<file path="src/design/mrmd_pkg.sv">
// Shared types, constants and codes for the memory region map decoder.
package mrmd_pkg;

   localparam int REGION_SLOTS = 8;
   localparam int ADDR_BITS   = 32;
   localparam int LEN_W       = ADDR_BITS + 1;
   localparam int EXT_W       = ADDR_BITS + 2;
   localparam int IDX_W       = $clog2(REGION_SLOTS);
   localparam int CNT_W       = $clog2(REGION_SLOTS + 1);
   localparam int KIND_W      = 2;
   localparam int RTYPE_W     = 2;
   localparam int STATUS_W    = 3;

   localparam int REQ_FIELDS_W = ADDR_BITS + LEN_W + RTYPE_W;
   localparam int REQ_DATA_W   = ((REQ_FIELDS_W + 7) / 8) * 8;
   localparam int RSP_FIELDS_W = STATUS_W + IDX_W + RTYPE_W + 1 + 1 + ADDR_BITS + CNT_W;
   localparam int RSP_DATA_W   = ((RSP_FIELDS_W + 7) / 8) * 8;
   localparam int RSP_PAD_W    = RSP_DATA_W - RSP_FIELDS_W;

   localparam logic [ADDR_BITS-1:0] ADDR_TOP = '1;

   typedef enum logic [KIND_W-1:0] {
      KIND_CLEAR  = 2'd0,
      KIND_APPEND = 2'd1,
      KIND_LOOKUP = 2'd2,
      KIND_NOP    = 2'd3
   } kind_type;

   typedef enum logic [RTYPE_W-1:0] {
      RTYPE_RAM  = 2'd0,
      RTYPE_ROM  = 2'd1,
      RTYPE_MMIO = 2'd2,
      RTYPE_RSVD = 2'd3
   } rtype_type;

   typedef enum logic [STATUS_W-1:0] {
      STATUS_OK       = 3'd0,
      STATUS_MISS     = 3'd1,
      STATUS_ZERO     = 3'd2,
      STATUS_OVERFLOW = 3'd3,
      STATUS_OVERLAP  = 3'd4,
      STATUS_FULL     = 3'd5
   } status_type;

   typedef struct packed {
      logic load;
      logic eval;
   } cmd_type;

   typedef struct packed {
      logic [STATUS_W-1:0]  status;
      logic [IDX_W-1:0]     region_index;
      logic [RTYPE_W-1:0]   matched_type;
      logic                 host_backed;
      logic                 writable;
      logic [ADDR_BITS-1:0] offset;
      logic [CNT_W-1:0]     count_now;
   } result_type;

endpackage

</file>
<file path="src/design/mrmd_datapath.sv">
// Datapath: request register, region table, parallel range compare, result register.
module mrmd_datapath (
   input  logic                              clock,
   input  logic                              reset,
   input  mrmd_pkg::cmd_type                 cmd,
   input  logic [mrmd_pkg::KIND_W-1:0]       req_kind,
   input  logic [mrmd_pkg::ADDR_BITS-1:0]    req_address,
   input  logic [mrmd_pkg::LEN_W-1:0]        req_length,
   input  logic [mrmd_pkg::RTYPE_W-1:0]      req_region_type,
   output mrmd_pkg::result_type              result
);

   logic [mrmd_pkg::KIND_W-1:0]    kind_ff;
   logic [mrmd_pkg::ADDR_BITS-1:0] addr_ff;
   logic [mrmd_pkg::LEN_W-1:0]     len_ff;
   logic [mrmd_pkg::RTYPE_W-1:0]   rtype_ff;

   logic [mrmd_pkg::ADDR_BITS-1:0] base_ff [mrmd_pkg::REGION_SLOTS];
   logic [mrmd_pkg::ADDR_BITS-1:0] end_ff  [mrmd_pkg::REGION_SLOTS];
   logic [mrmd_pkg::RTYPE_W-1:0]   type_ff [mrmd_pkg::REGION_SLOTS];

   logic [mrmd_pkg::CNT_W-1:0]     count_ff;
   logic [mrmd_pkg::CNT_W-1:0]     count_in;
   mrmd_pkg::result_type           result_ff;
   mrmd_pkg::result_type           result_in;

   logic [mrmd_pkg::LEN_W-1:0]     len_eff;
   logic [mrmd_pkg::EXT_W-1:0]     look_end;
   logic [mrmd_pkg::EXT_W-1:0]     app_end;
   logic [mrmd_pkg::REGION_SLOTS-1:0] live;
   logic [mrmd_pkg::REGION_SLOTS-1:0] hit;
   logic [mrmd_pkg::REGION_SLOTS-1:0] ovl;
   logic [mrmd_pkg::IDX_W-1:0]     hit_idx;
   logic [mrmd_pkg::RTYPE_W-1:0]   app_type;
   logic                           app_ok;

   always_comb begin
      len_eff  = (len_ff == '0) ? mrmd_pkg::LEN_W'(1) : len_ff;
      look_end = mrmd_pkg::EXT_W'(addr_ff) + mrmd_pkg::EXT_W'(len_eff) - mrmd_pkg::EXT_W'(1);
      app_end  = mrmd_pkg::EXT_W'(addr_ff) + mrmd_pkg::EXT_W'(len_ff) - mrmd_pkg::EXT_W'(1);
      for (int j = 0; j < mrmd_pkg::REGION_SLOTS; j++) begin
         live[j] = mrmd_pkg::CNT_W'(j) < count_ff;
         hit[j]  = live[j] && (addr_ff >= base_ff[j])
                   && (look_end <= mrmd_pkg::EXT_W'(end_ff[j]));
         ovl[j]  = live[j] && (mrmd_pkg::EXT_W'(addr_ff) <= mrmd_pkg::EXT_W'(end_ff[j]))
                   && (app_end >= mrmd_pkg::EXT_W'(base_ff[j]));
      end
      hit_idx = '0;
      for (int j = mrmd_pkg::REGION_SLOTS - 1; j >= 0; j--) begin
         if (hit[j]) begin
            hit_idx = mrmd_pkg::IDX_W'(j);
         end
      end
      app_type = (rtype_ff == mrmd_pkg::RTYPE_RSVD) ? mrmd_pkg::RTYPE_MMIO : rtype_ff;
   end

   always_comb begin
      result_in           = '0;
      app_ok              = 1'b0;
      count_in            = count_ff;
      unique case (mrmd_pkg::kind_type'(kind_ff))
         mrmd_pkg::KIND_CLEAR: begin
            count_in = '0;
         end
         mrmd_pkg::KIND_APPEND: begin
            priority if (len_ff == '0) begin
               result_in.status = mrmd_pkg::STATUS_ZERO;
            end else if (app_end > mrmd_pkg::EXT_W'(mrmd_pkg::ADDR_TOP)) begin
               result_in.status = mrmd_pkg::STATUS_OVERFLOW;
            end else if (|ovl) begin
               result_in.status = mrmd_pkg::STATUS_OVERLAP;
            end else if (count_ff >= mrmd_pkg::CNT_W'(mrmd_pkg::REGION_SLOTS)) begin
               result_in.status = mrmd_pkg::STATUS_FULL;
            end else begin
               result_in.status       = mrmd_pkg::STATUS_OK;
               result_in.region_index = count_ff[mrmd_pkg::IDX_W-1:0];
               app_ok                 = 1'b1;
               count_in               = count_ff + mrmd_pkg::CNT_W'(1);
            end
         end
         mrmd_pkg::KIND_LOOKUP: begin
            if (|hit) begin
               result_in.status       = mrmd_pkg::STATUS_OK;
               result_in.region_index = hit_idx;
               result_in.matched_type = type_ff[hit_idx];
               result_in.host_backed  = type_ff[hit_idx] != mrmd_pkg::RTYPE_MMIO;
               result_in.writable     = type_ff[hit_idx] == mrmd_pkg::RTYPE_RAM;
               result_in.offset       = addr_ff - base_ff[hit_idx];
            end else begin
               result_in.status = mrmd_pkg::STATUS_MISS;
            end
         end
         mrmd_pkg::KIND_NOP: begin
            result_in.status = mrmd_pkg::STATUS_OK;
         end
         default: begin
            result_in.status = mrmd_pkg::STATUS_OK;
         end
      endcase
      result_in.count_now = count_in;
   end

   always_ff @(posedge clock) begin
      if (reset) begin
         count_ff <= '0;
      end else if (cmd.eval) begin
         count_ff <= count_in;
      end
   end

   always_ff @(posedge clock) begin
      if (cmd.load) begin
         kind_ff  <= req_kind;
         addr_ff  <= req_address;
         len_ff   <= req_length;
         rtype_ff <= req_region_type;
      end
      if (cmd.eval) begin
         result_ff <= result_in;
      end
      if (cmd.eval && app_ok) begin
         base_ff[count_ff[mrmd_pkg::IDX_W-1:0]] <= addr_ff;
         end_ff[count_ff[mrmd_pkg::IDX_W-1:0]]  <= app_end[mrmd_pkg::ADDR_BITS-1:0];
         type_ff[count_ff[mrmd_pkg::IDX_W-1:0]] <= app_type;
      end
   end

   assign result = result_ff;

endmodule

</file>
<file path="src/design/mrmd_ctrl.sv">
// Controller: request holding state machine and result valid tracking.
module mrmd_ctrl (
   input  logic              clock,
   input  logic              reset,
   input  logic              req_tvalid,
   output logic              req_tready,
   output logic              rsp_tvalid,
   input  logic              rsp_tready,
   output mrmd_pkg::cmd_type cmd
);

   typedef enum logic [1:0] {
      ST_IDLE = 2'b01,
      ST_HOLD = 2'b10
   } state_type;

   state_type state_ff;
   state_type state_in;
   logic      out_valid_ff;
   logic      out_valid_in;
   logic      eval;
   logic      accept;

   always_comb begin
      eval         = (state_ff == ST_HOLD) && (!out_valid_ff || rsp_tready);
      req_tready   = (state_ff == ST_IDLE) || eval;
      accept       = req_tvalid && req_tready;
      out_valid_in = eval ? 1'b1 : (rsp_tready ? 1'b0 : out_valid_ff);
      unique case (state_ff)
         ST_IDLE: begin
            state_in = accept ? ST_HOLD : ST_IDLE;
         end
         ST_HOLD: begin
            state_in = (eval && !accept) ? ST_IDLE : ST_HOLD;
         end
         default: begin
            state_in = ST_IDLE;
         end
      endcase
   end

   always_ff @(posedge clock) begin
      if (reset) begin
         state_ff     <= ST_IDLE;
         out_valid_ff <= 1'b0;
      end else begin
         state_ff     <= state_in;
         out_valid_ff <= out_valid_in;
      end
   end

   assign cmd.load   = accept;
   assign cmd.eval   = eval;
   assign rsp_tvalid = out_valid_ff;

endmodule

</file>
<file path="src/design/memory_region_map_decoder.sv">
// A request is captured in the request register and evaluated into the result register, which drives the response.
// Throughput: one request per cycle while the result side keeps up; the region table
// compare of all eight entries in parallel sets the evaluate cycle.
// A stalled result holds in the output register while one further request waits.
// Reset (synchronous, active high) empties the table and drops any held request or result.
// Top level: memory region map decoder.
module memory_region_map_decoder (
   input  logic                               clock,
   input  logic                               reset,
   input  logic                               req_tvalid,
   output logic                               req_tready,
   // address [31:0], length [64:32], region_type [66:65], zero fill above
   input  logic [mrmd_pkg::REQ_DATA_W-1:0]    req_tdata,
   // kind [1:0]
   input  logic [mrmd_pkg::KIND_W-1:0]        req_tuser,
   output logic                               rsp_tvalid,
   input  logic                               rsp_tready,
   // status [2:0], region_index [5:3], matched_type [7:6], host_backed [8],
   // writable [9], offset [41:10], count_now [45:42], zero fill above
   output logic [mrmd_pkg::RSP_DATA_W-1:0]    rsp_tdata
);

   localparam int LEN_LO = mrmd_pkg::ADDR_BITS;
   localparam int RT_LO  = mrmd_pkg::ADDR_BITS + mrmd_pkg::LEN_W;

   mrmd_pkg::cmd_type    cmd;
   mrmd_pkg::result_type result;

   mrmd_ctrl u_ctrl (
      .clock      (clock),
      .reset      (reset),
      .req_tvalid (req_tvalid),
      .req_tready (req_tready),
      .rsp_tvalid (rsp_tvalid),
      .rsp_tready (rsp_tready),
      .cmd        (cmd)
   );

   mrmd_datapath u_datapath (
      .clock           (clock),
      .reset           (reset),
      .cmd             (cmd),
      .req_kind        (req_tuser),
      .req_address     (req_tdata[mrmd_pkg::ADDR_BITS-1:0]),
      .req_length      (req_tdata[LEN_LO +: mrmd_pkg::LEN_W]),
      .req_region_type (req_tdata[RT_LO +: mrmd_pkg::RTYPE_W]),
      .result          (result)
   );

   assign rsp_tdata = {{mrmd_pkg::RSP_PAD_W{1'b0}}, result.count_now, result.offset,
                       result.writable, result.host_backed, result.matched_type,
                       result.region_index, result.status};

endmodule

</file>
<file path="config.mk">
export PLATFORM = sky130hd
export DESIGN_NAME = memory_region_map_decoder
export DESIGN_NICKNAME = d
export VERILOG_FILES = /design/src/design/mrmd_pkg.sv /design/src/design/mrmd_datapath.sv /design/src/design/mrmd_ctrl.sv /design/src/design/memory_region_map_decoder.sv
export SDC_FILE = /design/constraint.sdc
export NUM_CORES = 2
export LEC_CHECK = 0
export BUFFER_PORTS_ARGS = -buffer_cell sky130_fd_sc_hd__buf_2
export CORE_MARGIN = 2
export CORE_UTILIZATION = 50
export DETAILED_ROUTE_END_ITERATION = 7
export HOLD_SLACK_MARGIN = 0.1
export PLACE_DENSITY = 0.69
export SYNTH_ARGS = -nofsm -noshare
export SYNTH_HDL_FRONTEND = slang
export SYNTH_SLANG_ARGS = --single-unit
</file>
<file path="constraint.sdc">
create_clock -name clock -period 11.5 [get_ports clock]
set_clock_uncertainty 0.1 [all_clocks]
set_input_delay 0.575 -clock clock [delete_from_list [all_inputs] [get_ports clock]]
set_output_delay 0.575 -clock clock [all_outputs]
set_load 0.01 [all_outputs]
</file>
==> flow_results.org <==
** Outcome
- Run status :: finished, final reports clean

** Yosys
- For this run, the number of Yosys warnings is 0.
- XOR/XNOR share of the synthesized area :: 1.305%
- Cell types with the largest area share after synthesis :: sky130_fd_sc_hd__edfxtp_1, sky130_fd_sc_hd__ha_1, sky130_fd_sc_hd__inv_1
- Synthesized area divided by synthesized cell count :: 10.19 um2
- The synthesized design devotes to its leading area cell type between 30% and 40% of total area.
- Cell count after synthesis :: ~5,200
- Synthesized-area fraction occupied by and/or/nand/nor cells :: about a tenth
- The mapped netlist covers 0.05303 mm2.
- Of the total synthesized cell area, the portion taken by full adders, half adders and majority gates is about 28%.
- Among all flip-flop cells after synthesis, the most frequent one is sky130_fd_sc_hd__edfxtp_1.
- By area, the combinational part of the netlist is dominated by adder cells.
- After synthesis the netlist holds a flip-flop and latch count of 650.
- Biggest area consumer among synthesized cells :: sky130_fd_sc_hd__edfxtp_1
- Of all flip-flops after synthesis, the portion carrying an async set or reset was 0%.
- The synthesized design contains approximately 640 enable-type register cells.
- Measured against the total synthesized area, the mux share comes to 0.5569%.
- Yosys cell types :: about 90
- Seq/Total Area, Yosys :: between 30 and 40%
- The synthesized netlist devotes 16.98% of its cell area to compound gates.

** Final layout
- Nets :: 6,964
- Fill cells in the final layout number slightly below 9,000.
- The area growth from synthesis to layout is 14.65%.
- Final cell count without fillers :: 7,156
- Most frequent standard cell in the layout excluding fill and tap cells :: sky130_fd_sc_hd__ha_1
- In the layout the commonest cells are sky130_fd_sc_hd__ha_1, sky130_fd_sc_hd__inv_1, sky130_fd_sc_hd__edfxtp_1.
- Of the cells placed in the final design, the portion with a size suffix greater than 1 is between 10% and 20%.

** Flow run
- Max-cap violations in this run came to 0.

** Timing
- The count of endpoints failing hold in the final timing report was 0.
- Setup TNS after final layout :: 0 ns
- Worst rel slew slack :: 13.78%
- Crit share post-route :: a little over nine tenths
- After layout, the minimum clock period comes to ~11 ns.
- Timing would allow up to about 0.091 GHz.
- Final setup vio count :: 0
- Hold is met by 0.1189 ns.
- Number of max-slew violations in the final report :: 0
- For the pin with the worst max-slew slack, the measured transition is around 1.3 ns.

** Setup path
- Worst Setup Start Kind :: register
- The critical path is of the register to register type.
- The largest single stage delay on the critical path is between 0.9 and 1 ns.
- Reg2reg setup slack :: 0.56 ns
- R2r startpoint :: u_datapath.addr_ff[0]$_DFFE_PP_
- Along the worst path, the maximum fanout reaches 34.
- The worst register-to-register path ends at u_datapath.base_ff[3][17]$_DFFE_PP_.
- Crit path required time :: about 12 ns
- The worst register-to-register path has a depth of 32.
- Arrival time at the worst endpoint :: between 10 and 15 ns
- The number of buffers and inverters on the critical path is 5.
- Max stage delay cell, worst path :: sky130_fd_sc_hd__nor2_4
- Among cell families on the critical path, the largest total delay comes from simple AND/OR/NAND/NOR gates.
- Worst setup EP type :: register

** Placement
- Placer congestion estimate :: roughly 1.0
- Number of instances in the placed design :: between 6,000 and 7,000
- Hpwl dp :: approximately 140,000 um
- Buffers on Ports :: 120

** Clock tree
- TritonCTS built the clock tree.
- Number of buffers created by CTS :: 80
- H-tree level count :: 3
- The root buffer cell chosen for the clock tree is sky130_fd_sc_hd__clkbuf_16.
- No sink is reached through more buffers than the 3 on the longest clock path.
- The clock reaches the later pin of the worst-skew pair after 0.67 ns.
- Clock-pin slew was measured on the worst setup and hold paths at roughly 0.06 ns.
- Clk sink count :: 650

** Power and ir drop
- Highest ir drop seen on vdd :: 0.1173 mV
- Final total power :: 0.01153 W
- Pwr/cell area :: between 150 and 200 mW/mm2
- Summed over all cells, the static leakage comes to approximately 28 nW.

** Global route
- After global routing the overflow that remains totals 0.
- The number of global-route vias before repair is roughly 42,000.
- The number of antenna violations at the first check in global routing came to 15.
- Pin count of the biggest net entering global routing :: 67
- The first global-routing pass estimated approximately 260,000 um of wire.
- Global Route Usage Sum :: 32.68%

** Drt
- The pre-antenna-repair detailed-routing pass consisted of 6 iterations.
- After detailed routing, the number of vias per cell comes to 6.147.
- After the first detailed-routing iteration, the DRC count stood at 5,042.
- For this run, design rule violations remaining after detail routing come to 0.
- Remaining antenna violation count :: 0
- Routed via count :: roughly 44,000
- Dividing the detail-routed wire length by the instance count gives roughly 25 um.
- Total wire length :: roughly 180,000 um

** Floorplan
- Horizontal die dimension :: 329.7 um
- The die is approximately 330 um tall.
- Number of rows in the core area :: roughly 120
- The core region is between 0.1 and 0.15 mm2.
- Number of I/O pins :: approximately 130
- The initial utilization of the core area, before any placement, comes to between 50% and 60%.
- Die footprint :: roughly 0.11 mm2

** Min path
- For hold timing, the worst endpoint is u_datapath.count_ff[0]$_SDFFE_PP0P_.
- The startpoint identified for the worst hold timing path is reset.
- Type of the tightest min-delay check :: primary input to register
- The worst hold path passes through 2 cells.
==> layer usage <==
metal  GRT usage (%)  routed length, um  part of all wire, %  vias to the layer above
met5               0                 68                0.038                        -
met4           16.58               9838                  5.5                       10
met3           6.756              18790                   10                      457
met2           48.13              75060                   42                     2200
met1           45.47              76730                   43                    20842
li1                -                  -                    -                    20478
==> per-stage QoR <==
step / utilization [%] / cell area [um2] / setup slack, ns
4_1_cts: 57.53 / 60560 / 0.2076
3_5_place_dp: 54.55 / 57430 / -0.04074
6_report: 57.75 / 60790 / 0.5610
3_3_place_gp: 54.55 / 57420 / -0.1084
2_1_floorplan: - / 53030 / 0.1799
5_1_grt: 57.75 / 60790 / -0.04623
==> area by class of cell <==
class,instances,area (um2),share of cell area (%)
inverters,788,2958,4.865
well taps,1391,1740,2.863
clock inverters,53,361.6,0.5948
diodes,10,25.02,0.04116
repair buffers,465,3521,5.791
multi-input cells,3707,30670,50.45
flip-flops and latches,650,19450,31.99
clock buffers,92,2068,3.402
==> logic make-up (layout without fill, tap and decap cells) <==
kind of cell             count (synthesis)  in the layout
multiplexers                            29             29
other                                    1             12
AO/OA/AOI/OAI                         1343           1344
XOR/XNOR                                79             79
AND/OR/NAND/NOR                       1059           1059
buffers and inverters                  849           1398
flip-flops                             650            650
adder cells (fa/ha/maj)               1194           1194
==> power by group <==
part | total (W) | switching, W | internal, W
Clock | 0.00245 | 0.00108 | 0.00137
Combinational | 0.00619 | 0.00390 | 0.00228
Sequential | 0.00289 | 0.0000375 | 0.00285
==> registers in the layout, indices dropped and copies added, names as in the netlist <==
signal and flops:
u_ctrl.rsp_tvalid 1, u_ctrl.state_ff 2, u_datapath.addr_ff 32, u_datapath.base_ff 256, u_datapath.count_ff 4, u_datapath.end_ff 256, u_datapath.kind_ff 2, u_datapath.len_ff 33
u_datapath.result 46, u_datapath.rtype_ff 2, u_datapath.type_ff 16
==> cells in the mapped netlist (all sizes together), types with 59 or more instances <==
master  count
ha       1191
inv       788
edfxtp    643
a21oi     376
nor2      263
a21o      241
nand2     226
o21ai     195
nand4     194
a211oi    126
o211ai     98
nor3       76
nand3      73
nor2b      59
==> worst reg2reg max path, delay by kind of cell (launching register included) <==
family | cells | cell delay [ns]
AO/OA/AOI/OAI | 13 | 2.75
XOR/XNOR | 1 | 0.48
adder cells (fa/ha/maj) | 3 | 0.76
buffers and inverters | 5 | 1.44
flip-flops | 1 | 0.65
AND/OR/NAND/NOR | 10 | 4.36
==> how the worst max path moves through the flow <==
stage,startpoint,end,cells after the start
floorplan,u_datapath.addr_ff[1]$_DFFE_PP_,u_datapath.base_ff[1][0]$_DFFE_PP_,30
global placement,u_datapath.len_ff[3]$_DFFE_PP_,u_datapath.result[34]$_SDFFCE_PN0P_,52
detailed placement,u_datapath.len_ff[18]$_DFFE_PP_,u_datapath.result[34]$_SDFFCE_PN0P_,52
CTS,u_datapath.len_ff[32]$_DFFE_PP_,u_datapath.result[34]$_SDFFCE_PN0P_,55
global route,u_datapath.len_ff[32]$_DFFE_PP_,u_datapath.result[34]$_SDFFCE_PN0P_,54
finish,u_datapath.addr_ff[0]$_DFFE_PP_,u_datapath.base_ff[3][17]$_DFFE_PP_,32
==> timing repair <==
| item | 4_1_cts | 5_1_grt |
|---|---|---|
| gates cloned | 0 | 2 |
| setup endpoints to repair | 3 | 7 |
| gates resized for setup | 1 | 29 |
| endpoints found under the hold margin | 70 | 0 |
| buffers inserted | 0 | 8 |
| pin swaps | 0 | 7 |
| hold buffers | 70 | 0 |
(Power assumes the default switching activity.)
